==> config.mk <==
export PLATFORM = sky130hd
export DESIGN_NAME = sorted_timer_queue
export DESIGN_NICKNAME = d
export VERILOG_FILES = /design/src/hdl/stq_pkg.sv /design/src/hdl/stq_ctrl.sv /design/src/hdl/stq_datapath.sv /design/src/hdl/sorted_timer_queue.sv
export SDC_FILE = /design/constraint.sdc
export NUM_CORES = 2
export LEC_CHECK = 0
export BUFFER_PORTS_ARGS = -buffer_cell sky130_fd_sc_hd__buf_2
export CAP_MARGIN = 10
export CORE_MARGIN = 2
export CORE_UTILIZATION = 50
export CTS_BUF_LIST = sky130_fd_sc_hd__clkbuf_8
export DETAILED_ROUTE_END_ITERATION = 10
export HOLD_SLACK_MARGIN = 0.08
export PLACE_DENSITY = 0.7
export SETUP_SLACK_MARGIN = 0.05
export SLEW_MARGIN = 5
export SYNTH_ARGS = -nofsm -noshare
export SYNTH_HDL_FRONTEND = slang
export SYNTH_SLANG_ARGS = --single-unit
export TNS_END_PERCENT = 5
==> constraint.sdc <==
create_clock -name clock -period 6.9 [get_ports clock]
set_input_delay 1.38 -clock clock [delete_from_list [all_inputs] [get_ports clock]]
set_output_delay 1.38 -clock clock [all_outputs]
set_load 0.1 [all_outputs]
==> src/hdl/stq_pkg.sv <==
`default_nettype none
// ----------------------------------------------------------------------------
// stq_pkg
// Shared types and codes for the sorted timer queue: request opcodes,
// response status codes, response kinds and the controller/datapath bundles.
// ----------------------------------------------------------------------------
package stq_pkg;

   typedef enum logic [1:0] {
      CMD_ADD    = 2'd0,
      CMD_DELETE = 2'd1,
      CMD_QUERY  = 2'd2,
      CMD_TICK   = 2'd3
   } req_op_type;

   localparam logic [1:0] ST_OK       = 2'd0;
   localparam logic [1:0] ST_NOTFOUND = 2'd1;
   localparam logic [1:0] ST_EMPTY    = 2'd2;
   localparam logic [1:0] ST_FULL     = 2'd3;

   typedef enum logic [2:0] {
      OUT_ADD       = 3'd0,
      OUT_FULL      = 3'd1,
      OUT_DELETE    = 3'd2,
      OUT_NOTFOUND  = 3'd3,
      OUT_EMPTY     = 3'd4,
      OUT_QUERY     = 3'd5,
      OUT_POP       = 3'd6,
      OUT_NONE_DUE  = 3'd7
   } out_kind_type;

   typedef struct packed {
      logic         capture;
      logic         ins;
      logic         del;
      logic         pop;
      logic         out_write;
      out_kind_type out_kind;
   } stq_cmd_type;

   typedef struct packed {
      req_op_type op;
      logic       full;
      logic       empty;
      logic       found;
      logic       head_due;
      logic       pop_last;
      logic       out_free;
   } stq_status_type;

endpackage
`default_nettype wire

==> src/hdl/stq_ctrl.sv <==
`default_nettype none
// ----------------------------------------------------------------------------
// stq_ctrl
// Controller for the sorted timer queue: takes one request transaction at a
// time, sequences the table update and the response writes.
// ----------------------------------------------------------------------------
module stq_ctrl (
   input  wire logic                  clock,
   input  wire logic                  reset,
   input  wire logic                  req_valid,
   output logic                       req_ready,
   input  wire stq_pkg::stq_status_type ctrl_status,
   output stq_pkg::stq_cmd_type       ctrl_cmd
);
   import stq_pkg::*;

   typedef enum logic [2:0] {
      S_IDLE = 3'b001,
      S_EXEC = 3'b010,
      S_POP  = 3'b100
   } state_type;

   state_type state_ff, state_in;

   always_comb begin
      state_in  = state_ff;
      ctrl_cmd  = '0;
      req_ready = 1'b0;
      case (state_ff)
         S_IDLE: begin
            req_ready = 1'b1;
            if (req_valid) begin
               ctrl_cmd.capture = 1'b1;
               state_in         = S_EXEC;
            end
         end
         S_EXEC: begin
            if (ctrl_status.out_free) begin
               state_in = S_IDLE;
               case (ctrl_status.op)
                  CMD_ADD: begin
                     ctrl_cmd.out_write = 1'b1;
                     if (ctrl_status.full) begin
                        ctrl_cmd.out_kind = OUT_FULL;
                     end else begin
                        ctrl_cmd.ins      = 1'b1;
                        ctrl_cmd.out_kind = OUT_ADD;
                     end
                  end
                  CMD_DELETE: begin
                     ctrl_cmd.out_write = 1'b1;
                     if (ctrl_status.empty) begin
                        ctrl_cmd.out_kind = OUT_EMPTY;
                     end else if (!ctrl_status.found) begin
                        ctrl_cmd.out_kind = OUT_NOTFOUND;
                     end else begin
                        ctrl_cmd.del      = 1'b1;
                        ctrl_cmd.out_kind = OUT_DELETE;
                     end
                  end
                  CMD_QUERY: begin
                     ctrl_cmd.out_write = 1'b1;
                     ctrl_cmd.out_kind  = OUT_QUERY;
                  end
                  CMD_TICK: begin
                     ctrl_cmd.out_write = 1'b1;
                     if (ctrl_status.head_due) begin
                        ctrl_cmd.pop      = 1'b1;
                        ctrl_cmd.out_kind = OUT_POP;
                        if (!ctrl_status.pop_last) begin
                           state_in = S_POP;
                        end
                     end else begin
                        ctrl_cmd.out_kind = OUT_NONE_DUE;
                     end
                  end
                  default: begin
                     state_in = S_IDLE;
                  end
               endcase
            end
         end
         S_POP: begin
            if (ctrl_status.out_free) begin
               ctrl_cmd.pop       = 1'b1;
               ctrl_cmd.out_write = 1'b1;
               ctrl_cmd.out_kind  = OUT_POP;
               if (ctrl_status.pop_last) begin
                  state_in = S_IDLE;
               end
            end
         end
         default: begin
            state_in = S_IDLE;
         end
      endcase
   end

   always_ff @(posedge clock) begin
      if (reset) begin
         state_ff <= S_IDLE;
      end else begin
         state_ff <= state_in;
      end
   end

endmodule
`default_nettype wire

==> src/hdl/stq_datapath.sv <==
`default_nettype none
// ----------------------------------------------------------------------------
// stq_datapath
// Sorted cell row of timers with per-cell compare, request registers and the
// response register. Cells shift right on insert and left on delete or pop.
// ----------------------------------------------------------------------------
module stq_datapath #(
   parameter int DEPTH         = 16,
   parameter int DEADLINE_BITS = 32,
   parameter int ID_BITS       = 16
) (
   input  wire logic                   clock,
   input  wire logic                   reset,
   input  wire stq_pkg::stq_cmd_type   ctrl_cmd,
   output stq_pkg::stq_status_type     ctrl_status,
   input  wire logic [1:0]             req_cmd,
   input  wire logic [31:0]            req_deadline,
   input  wire logic [31:0]            req_payload,
   input  wire logic [15:0]            req_timer_id,
   input  wire logic [31:0]            req_now,
   input  wire logic                   rsp_ready,
   output logic                        rsp_valid,
   output logic [1:0]                  rsp_status,
   output logic [15:0]                 rsp_result_id,
   output logic [31:0]                 rsp_result_payload,
   output logic                        rsp_expired,
   output logic                        rsp_pending,
   output logic                        rsp_new_head,
   output logic                        rsp_last
);
   import stq_pkg::*;

   localparam int CNT_W = $clog2(DEPTH + 1);

   // cell row
   logic [DEADLINE_BITS-1:0] dl_ff  [DEPTH];
   logic [DEADLINE_BITS-1:0] dl_in  [DEPTH];
   logic [ID_BITS-1:0]       id_ff  [DEPTH];
   logic [ID_BITS-1:0]       id_in  [DEPTH];
   logic [31:0]              pay_ff [DEPTH];
   logic [31:0]              pay_in [DEPTH];

   logic [CNT_W-1:0]   count_ff, count_in;
   logic [ID_BITS-1:0] next_id_ff, next_id_in;

   // captured request
   req_op_type               op_ff;
   logic [DEADLINE_BITS-1:0] rdl_ff;
   logic [31:0]              rpay_ff;
   logic [ID_BITS-1:0]       rid_ff;
   logic [DEADLINE_BITS-1:0] now_ff;
   logic [DEPTH-1:0]         lt_ff, lt_in;
   logic [DEPTH-1:0]         match_ff, match_in;

   logic [63:0]              deadline_ext, now_ext;
   logic [31:0]              timer_id_ext;
   logic [DEADLINE_BITS-1:0] new_dl, new_now;
   logic [ID_BITS-1:0]       new_id;

   logic [DEPTH-1:0] below_mask, del_shift;

   // response register
   logic        rsp_valid_ff;
   logic [1:0]  status_ff, status_in;
   logic [15:0] result_id_ff, result_id_in;
   logic [31:0] result_payload_ff, result_payload_in;
   logic        expired_ff, expired_in;
   logic        pending_ff, pending_in;
   logic        new_head_ff, new_head_in;
   logic        last_ff, last_in;

   logic [ID_BITS-1:0] out_id;
   logic [31:0]        out_id_ext;

   logic head_due, pop_last;

   assign deadline_ext = 64'(req_deadline);
   assign now_ext      = 64'(req_now);
   assign timer_id_ext = 32'(req_timer_id);
   assign new_dl       = deadline_ext[DEADLINE_BITS-1:0];
   assign new_now      = now_ext[DEADLINE_BITS-1:0];
   assign new_id       = timer_id_ext[ID_BITS-1:0];

   // cells from the first matching id onward move one place toward the head
   assign below_mask = match_ff ^ (match_ff - {{(DEPTH-1){1'b0}}, 1'b1});
   assign del_shift  = ~below_mask | match_ff;

   for (genvar i = 0; i < DEPTH; i++) begin : g_cell
      logic [DEADLINE_BITS-1:0] prev_dl, next_dl;
      logic [ID_BITS-1:0]       prev_id, next_id;
      logic [31:0]              prev_pay, next_pay;
      logic                     prev_lt;
      logic                     live;

      assign live        = count_ff > CNT_W'(i);
      assign lt_in[i]    = live && (dl_ff[i] < new_dl);
      assign match_in[i] = live && (id_ff[i] == new_id);

      if (i == 0) begin : g_head
         assign prev_dl  = rdl_ff;
         assign prev_id  = next_id_ff;
         assign prev_pay = rpay_ff;
         assign prev_lt  = 1'b1;
      end else begin : g_body
         assign prev_dl  = dl_ff[i-1];
         assign prev_id  = id_ff[i-1];
         assign prev_pay = pay_ff[i-1];
         assign prev_lt  = lt_ff[i-1];
      end

      if (i == DEPTH - 1) begin : g_tail
         assign next_dl  = dl_ff[i];
         assign next_id  = id_ff[i];
         assign next_pay = pay_ff[i];
      end else begin : g_mid
         assign next_dl  = dl_ff[i+1];
         assign next_id  = id_ff[i+1];
         assign next_pay = pay_ff[i+1];
      end

      always_comb begin
         dl_in[i]  = dl_ff[i];
         id_in[i]  = id_ff[i];
         pay_in[i] = pay_ff[i];
         if (ctrl_cmd.ins && !lt_ff[i]) begin
            if (prev_lt) begin
               dl_in[i]  = rdl_ff;
               id_in[i]  = next_id_ff;
               pay_in[i] = rpay_ff;
            end else begin
               dl_in[i]  = prev_dl;
               id_in[i]  = prev_id;
               pay_in[i] = prev_pay;
            end
         end else if (ctrl_cmd.pop || (ctrl_cmd.del && del_shift[i])) begin
            dl_in[i]  = next_dl;
            id_in[i]  = next_id;
            pay_in[i] = next_pay;
         end
      end

      always_ff @(posedge clock) begin
         dl_ff[i]  <= dl_in[i];
         id_ff[i]  <= id_in[i];
         pay_ff[i] <= pay_in[i];
      end
   end

   assign head_due = (count_ff != '0) && (dl_ff[0] <= now_ff);
   assign pop_last = (count_ff == CNT_W'(1)) || (dl_ff[1] > now_ff);

   always_comb begin
      count_in   = count_ff;
      next_id_in = next_id_ff;
      if (ctrl_cmd.ins) begin
         count_in   = count_ff + CNT_W'(1);
         next_id_in = next_id_ff + ID_BITS'(1);
      end else if (ctrl_cmd.del || ctrl_cmd.pop) begin
         count_in = count_ff - CNT_W'(1);
      end
   end

   always_ff @(posedge clock) begin
      if (reset) begin
         count_ff   <= '0;
         next_id_ff <= '0;
      end else begin
         count_ff   <= count_in;
         next_id_ff <= next_id_in;
      end
   end

   always_ff @(posedge clock) begin
      if (ctrl_cmd.capture) begin
         op_ff    <= req_op_type'(req_cmd);
         rdl_ff   <= new_dl;
         rpay_ff  <= req_payload;
         rid_ff   <= new_id;
         now_ff   <= new_now;
         lt_ff    <= lt_in;
         match_ff <= match_in;
      end
   end

   always_comb begin
      status_in         = ST_OK;
      out_id            = '0;
      result_payload_in = '0;
      expired_in        = 1'b0;
      pending_in        = 1'b0;
      new_head_in       = 1'b0;
      last_in           = 1'b1;
      case (ctrl_cmd.out_kind)
         OUT_ADD: begin
            out_id      = next_id_ff;
            new_head_in = !lt_ff[0];
         end
         OUT_FULL: begin
            status_in = ST_FULL;
         end
         OUT_DELETE: begin
            out_id = rid_ff;
         end
         OUT_NOTFOUND: begin
            status_in = ST_NOTFOUND;
         end
         OUT_EMPTY: begin
            status_in = ST_EMPTY;
         end
         OUT_QUERY: begin
            pending_in = |match_ff;
         end
         OUT_POP: begin
            out_id            = id_ff[0];
            result_payload_in = pay_ff[0];
            expired_in        = 1'b1;
            last_in           = pop_last;
         end
         default: begin
            status_in = ST_OK;
         end
      endcase
   end

   assign out_id_ext   = 32'(out_id);
   assign result_id_in = out_id_ext[15:0];

   always_ff @(posedge clock) begin
      if (reset) begin
         rsp_valid_ff <= 1'b0;
      end else if (ctrl_cmd.out_write) begin
         rsp_valid_ff <= 1'b1;
      end else if (rsp_ready) begin
         rsp_valid_ff <= 1'b0;
      end
   end

   always_ff @(posedge clock) begin
      if (ctrl_cmd.out_write) begin
         status_ff         <= status_in;
         result_id_ff      <= result_id_in;
         result_payload_ff <= result_payload_in;
         expired_ff        <= expired_in;
         pending_ff        <= pending_in;
         new_head_ff       <= new_head_in;
         last_ff           <= last_in;
      end
   end

   assign ctrl_status.op       = op_ff;
   assign ctrl_status.full     = count_ff == CNT_W'(DEPTH);
   assign ctrl_status.empty    = count_ff == '0;
   assign ctrl_status.found    = |match_ff;
   assign ctrl_status.head_due = head_due;
   assign ctrl_status.pop_last = pop_last;
   assign ctrl_status.out_free = !rsp_valid_ff || rsp_ready;

   assign rsp_valid          = rsp_valid_ff;
   assign rsp_status         = status_ff;
   assign rsp_result_id      = result_id_ff;
   assign rsp_result_payload = result_payload_ff;
   assign rsp_expired        = expired_ff;
   assign rsp_pending        = pending_ff;
   assign rsp_new_head       = new_head_ff;
   assign rsp_last           = last_ff;

endmodule
`default_nettype wire

==> src/hdl/sorted_timer_queue.sv <==
`default_nettype none
// ----------------------------------------------------------------------------
// sorted_timer_queue
// Deadline-ordered timer table with add, delete, query and tick commands.
//
// Usage:
//   req_* carries one command transaction (valid/ready); rsp_* returns its
//   responses (valid/ready), rsp_last marking the final one of a command.
//   Add, delete and query give one response each; a tick gives one response
//   per expired timer, or a single not-expired response when nothing is due.
//   Add, delete and query pass through an accept step, which registers
//   the per-cell deadline and id compares of the cell row, and an execute
//   step that shifts the row and writes the response register. A tick that
//   expires timers pops one head a cycle while no response is stalled.
//   The response register decouples the two sides: a new request is accepted
//   while a response waits, and execution stalls on rsp_valid && !rsp_ready.
//   Reset (synchronous) empties the table and restarts id numbering at zero;
//   the cell contents are not cleared and need no clearing pass.
// ----------------------------------------------------------------------------
module sorted_timer_queue #(
   parameter int DEPTH         = 16,
   parameter int DEADLINE_BITS = 32,
   parameter int ID_BITS       = 16
) (
   input  wire logic        clock,
   input  wire logic        reset,
   input  wire logic        req_valid,
   output logic             req_ready,
   input  wire logic [1:0]  req_cmd,
   input  wire logic [31:0] req_deadline,
   input  wire logic [31:0] req_payload,
   input  wire logic [15:0] req_timer_id,
   input  wire logic [31:0] req_now,
   output logic             rsp_valid,
   input  wire logic        rsp_ready,
   output logic [1:0]       rsp_status,
   output logic [15:0]      rsp_result_id,
   output logic [31:0]      rsp_result_payload,
   output logic             rsp_expired,
   output logic             rsp_pending,
   output logic             rsp_new_head,
   output logic             rsp_last
);
   import stq_pkg::*;

   stq_cmd_type    ctrl_cmd;
   stq_status_type ctrl_status;

   stq_ctrl u_ctrl (
      .clock       (clock),
      .reset       (reset),
      .req_valid   (req_valid),
      .req_ready   (req_ready),
      .ctrl_status (ctrl_status),
      .ctrl_cmd    (ctrl_cmd)
   );

   stq_datapath #(
      .DEPTH         (DEPTH),
      .DEADLINE_BITS (DEADLINE_BITS),
      .ID_BITS       (ID_BITS)
   ) u_datapath (
      .clock              (clock),
      .reset              (reset),
      .ctrl_cmd           (ctrl_cmd),
      .ctrl_status        (ctrl_status),
      .req_cmd            (req_cmd),
      .req_deadline       (req_deadline),
      .req_payload        (req_payload),
      .req_timer_id       (req_timer_id),
      .req_now            (req_now),
      .rsp_ready          (rsp_ready),
      .rsp_valid          (rsp_valid),
      .rsp_status         (rsp_status),
      .rsp_result_id      (rsp_result_id),
      .rsp_result_payload (rsp_result_payload),
      .rsp_expired        (rsp_expired),
      .rsp_pending        (rsp_pending),
      .rsp_new_head       (rsp_new_head),
      .rsp_last           (rsp_last)
   );

   // one transaction in flight at a time
   a_busy_after_accept: assert property (@(posedge clock) disable iff (reset)
      req_valid && req_ready |=> !req_ready)
      else $error("request accepted while a command is in flight");

   a_pop_when_due: assert property (@(posedge clock) disable iff (reset)
      ctrl_cmd.pop |-> ctrl_status.head_due && ctrl_status.out_free)
      else $error("pop issued without a due head or a free response slot");

   a_insert_not_full: assert property (@(posedge clock) disable iff (reset)
      ctrl_cmd.ins |-> !ctrl_status.full && ctrl_status.out_free)
      else $error("insert issued into a full table");

   a_response_follows: assert property (@(posedge clock) disable iff (reset)
      ctrl_cmd.out_write |=> rsp_valid)
      else $error("response write not visible on the response channel");

endmodule
`default_nettype wire

==> flow_summary.ini <==
[final_layout]
design_area_mm2 = 0.0943
drive_gt1_share_pct = 10.1
finalNetCount = 8348
synthToLayoutAreaGrowth_pct = 8.80
fillCellCount = 14800

[worst_setup_path]
path_max_fanout = 41
cp.required_ns = 7.52
slowest_stage = or3_4
start_kind = flip-flop
arrival_ns = 6.03
critPathMaxStageDelay_ns = 0.71
cp_cell_sequence = inv_1, ha_1, or4b_1, nand3_1, a2111oi_0, o21ai_1, o211ai_4, nand2_2, inv_1, buf_4, or3_4, buf_4
worst-r2r-cell-count = 12
criticalPathCategory = flip-flop to flip-flop
end_kind = flip-flop
rrSetupSlack_ns = 1.48
worstReg2RegStart = u_datapath.count_ff[0]$_SDFFE_PP0P_
r2r-end = u_datapath.id_ff[1][110]$_DFFE_PP_

[yosys]
synthesis.nets = 8334
yosys-top-cells-count = 1,480 x edfxtp_1, 1,296 x a21oi_1, 1,231 x nor2_1
synthTopCellsByArea = edfxtp_1 51%, mux2i_1 13%, ha_1 8.2%
async_reset_ff_share_pct = 0
ys_ff_latch = 1505
yosysTopAreaCell = edfxtp_1
synth_ff_type = edfxtp_1
synth.avg_cell_area_um2 = 11.3
yosysMostFrequentCell = edfxtp_1
synth_top_area_share_pct = 51.3
yosysWarnings = 0
synth_cell_types = 68
synthesis.area_mm2 = 0.0866
synth_cells = 7650
synth_edf_count = 1480
ys_seq_area_share_pct = 51.9

[pwr]
p_int_mw = 14.9
p_switching_mw = 5.30
p_leak_nw = 36.5
pwr-share-clk_pct = 39.1
swShare_pct = 26.2
power.density_mw_per_mm2 = 214
pwr-share-seq_pct = 51.5
combPwrFrac_pct = 9.4
peakVddDrop_mv = 0.159

[clock_network]
clk_latency_ns = 1.05
cts_tree = done
clk_pin_slew_ns = 0.06
cts-root-buf = clkbuf_8
cts.sinks = 1505
cts_setup_buffers = 0
clock_path_buffers = 4
cts_max_level = 5
hold_buffers = 0
cts_made_buffers = 286
ctsResizeCount = 0

[detailed_routing]
vias_per_cell = 6.24
first_pass_iters = 6
routed_wl_mm = 267
dr_total_vias = 63400
wl_per_cell_um = 26.2
drt_iter0_drc = 7691
drc = 0
ant_nets = 0

[timing]
finalCritPeriodShare_pct = 78.5
hold_viol = 0
finalSetupTns_ns = 0
period_minus_slack_ns = 5.42
layout_setup_ws_ns = 1.48
drv_slew = 0
rsz0062_at_grt = false
worstMarginPinSlew_ns = 1.23
skew_ns = 0.0874
slew_headroom_pct = 17.4
max_freq_ghz = 0.185
setup_viol = 0

[global_route]
antenna_found_initial = 21
grt_pass1_vias = 62200
grt_overflow = 0
grt_pass1_wl_mm = 394
track_usage_pct = 29.5
grt_max_degree = 161

[placed_design]
place_ws_ns = 1.20
hpwl_mm = 175
place_area_mm2 = 0.0894
place_congestion = 0.941
port_buffers = 173

[die]
num_rows = 152
initial_core_util_pct = 50.4
die_h_um = 420
die_x_um = 420
core-area_mm2 = 0.172
num_io_pins = 174
fp.dieArea_mm2 = 0.177

[worst_hold_path]
hold-path-endpoint = u_datapath.g_cell[0].prev_pay[22]$_DFFE_PP_
holdCritStartpoint = req_payload[22]
hp-class = input pin to flip-flop
whs_path_depth = 1

[run_status]
status = complete, no violations

[job]
max_cap_violations = 0
## metal layers
layer / track usage (%) / routed length, µm / part of all wire [%] / vias to the layer above
met3: 5.88 / 23500 / 8.8 / 596
li1: - / - / - / 28500
met2: 45.9 / 120000 / 45 / 3337
met5: 0 / 54 / 0.020 / -
met1: 39.3 / 110000 / 41 / 31000
met4: 15.0 / 13900 / 5.2 / 8
## per-stage QoR
stage               hold slack (ns)  power, mW  utilization, %  std cells
finish                        0.531       20.2            54.8      10200
global route                  0.492       20.9            54.8      10200
CTS                           0.451       20.3            54.8      10100
detailed placement            0.552       12.5            52.0       9686
global placement              0.551       12.4            52.0       9685
floorplan                     0.505       11.8               -       7650
## state kept, by name, summed over array words and instances, names as in the netlist, 32 cells and up
name,flops
u_datapath.g_cell.prev_dl,32
u_datapath.rsp_result_payload,32
u_datapath.dl_ff,512
u_datapath.now_ff,32
u_datapath.g_cell.prev_pay,32
u_datapath.pay_ff,512
u_datapath.id_ff,256
## power by group through the flow
stage / Clock, mW / Combinational, mW / Sequential [mW]
finish: 7.91 / 1.89 / 10.4
detailed placement: 0 / 1.87 / 10.6
floorplan: 0 / 1.31 / 10.5
global placement: 0 / 1.82 / 10.6
global route: 8.41 / 2.02 / 10.4
CTS: 8.02 / 1.86 / 10.4
## cells in the final DEF (no fill, tap or decap), types with 12 or more instances in the layout
cell type	instances
xnor2_1	45
inv_1	181
a21o_1	148
a211o_1	12
nor3_1	39
and3_1	38
buf_12	28
dfxtp_1	25
a222oi_1	16
clkinv_1	47
ha_1	566
buf_2	173
mux2_2	160
a21oi_1	1296
nand3_1	34
o211ai_1	28
nor4_1	60
nand2b_1	31
a31oi_1	17
buf_4	63
edfxtp_1	1480
clkinv_2	20
a221oi_1	12
nor2_1	1227
xor2_1	230
nand2_1	71
nor2_4	15
nand4_1	106
nor2b_1	34
clkbuf_8	295
mux2i_1	1121
a211oi_1	17
o21ai_0	101
## worst max path at each step
stage	start	to	slack, ns	depth (start not counted)
floorplan	u_ctrl.state_ff[0]$_SDFFE_PP1P_	u_datapath.g_cell[0].prev_dl[0]$_DFFE_PP_	0.05	2
global placement	rsp_ready	u_datapath.pay_ff[1][215]$_DFFE_PP_	1.22	10
detailed placement	rsp_ready	u_datapath.pay_ff[1][219]$_DFFE_PP_	1.20	10
CTS	u_datapath.count_ff[0]$_SDFFE_PP0P_	u_datapath.id_ff[1][110]$_DFFE_PP_	1.59	12
global route	u_datapath.count_ff[0]$_SDFFE_PP0P_	u_datapath.id_ff[1][110]$_DFFE_PP_	1.25	12
finish	u_datapath.count_ff[0]$_SDFFE_PP0P_	u_datapath.id_ff[1][110]$_DFFE_PP_	1.48	12
## area by class of cell
type                    count  area [µm²]  share of cell area (%)
clock buffers             295        4060                    4.31
repair buffers            264        1900                    2.02
multi-input cells        5516       39300                    41.7
clock inverters           166         773                   0.820
diodes                     11        27.5                  0.0292
well taps                2310        2890                    3.07
inverters                  91         342                   0.362
flip-flops and latches   1505       44900                    47.7
## worst max-delay path, delay by kind of cell, from the launching register on
family / cells / cell delay (ns)
DFF: 1 / 0.48
adders and majority gates: 1 / 0.29
AOI/OAI and AO/OA: 3 / 0.91
buffers and inverters: 4 / 1.43
and+or+nand+nor: 4 / 1.79
## logic make-up after synthesis
kind of cell	synth area share, %
adders and majority gates	8.17
AOI/OAI and AO/OA	10.7
and+or+nand+nor	8.48
muxes	15.0
DFF	51.9
buffers and inverters	2.97
xor gates and xnor gates	2.78
(Power assumes the default switching activity.)
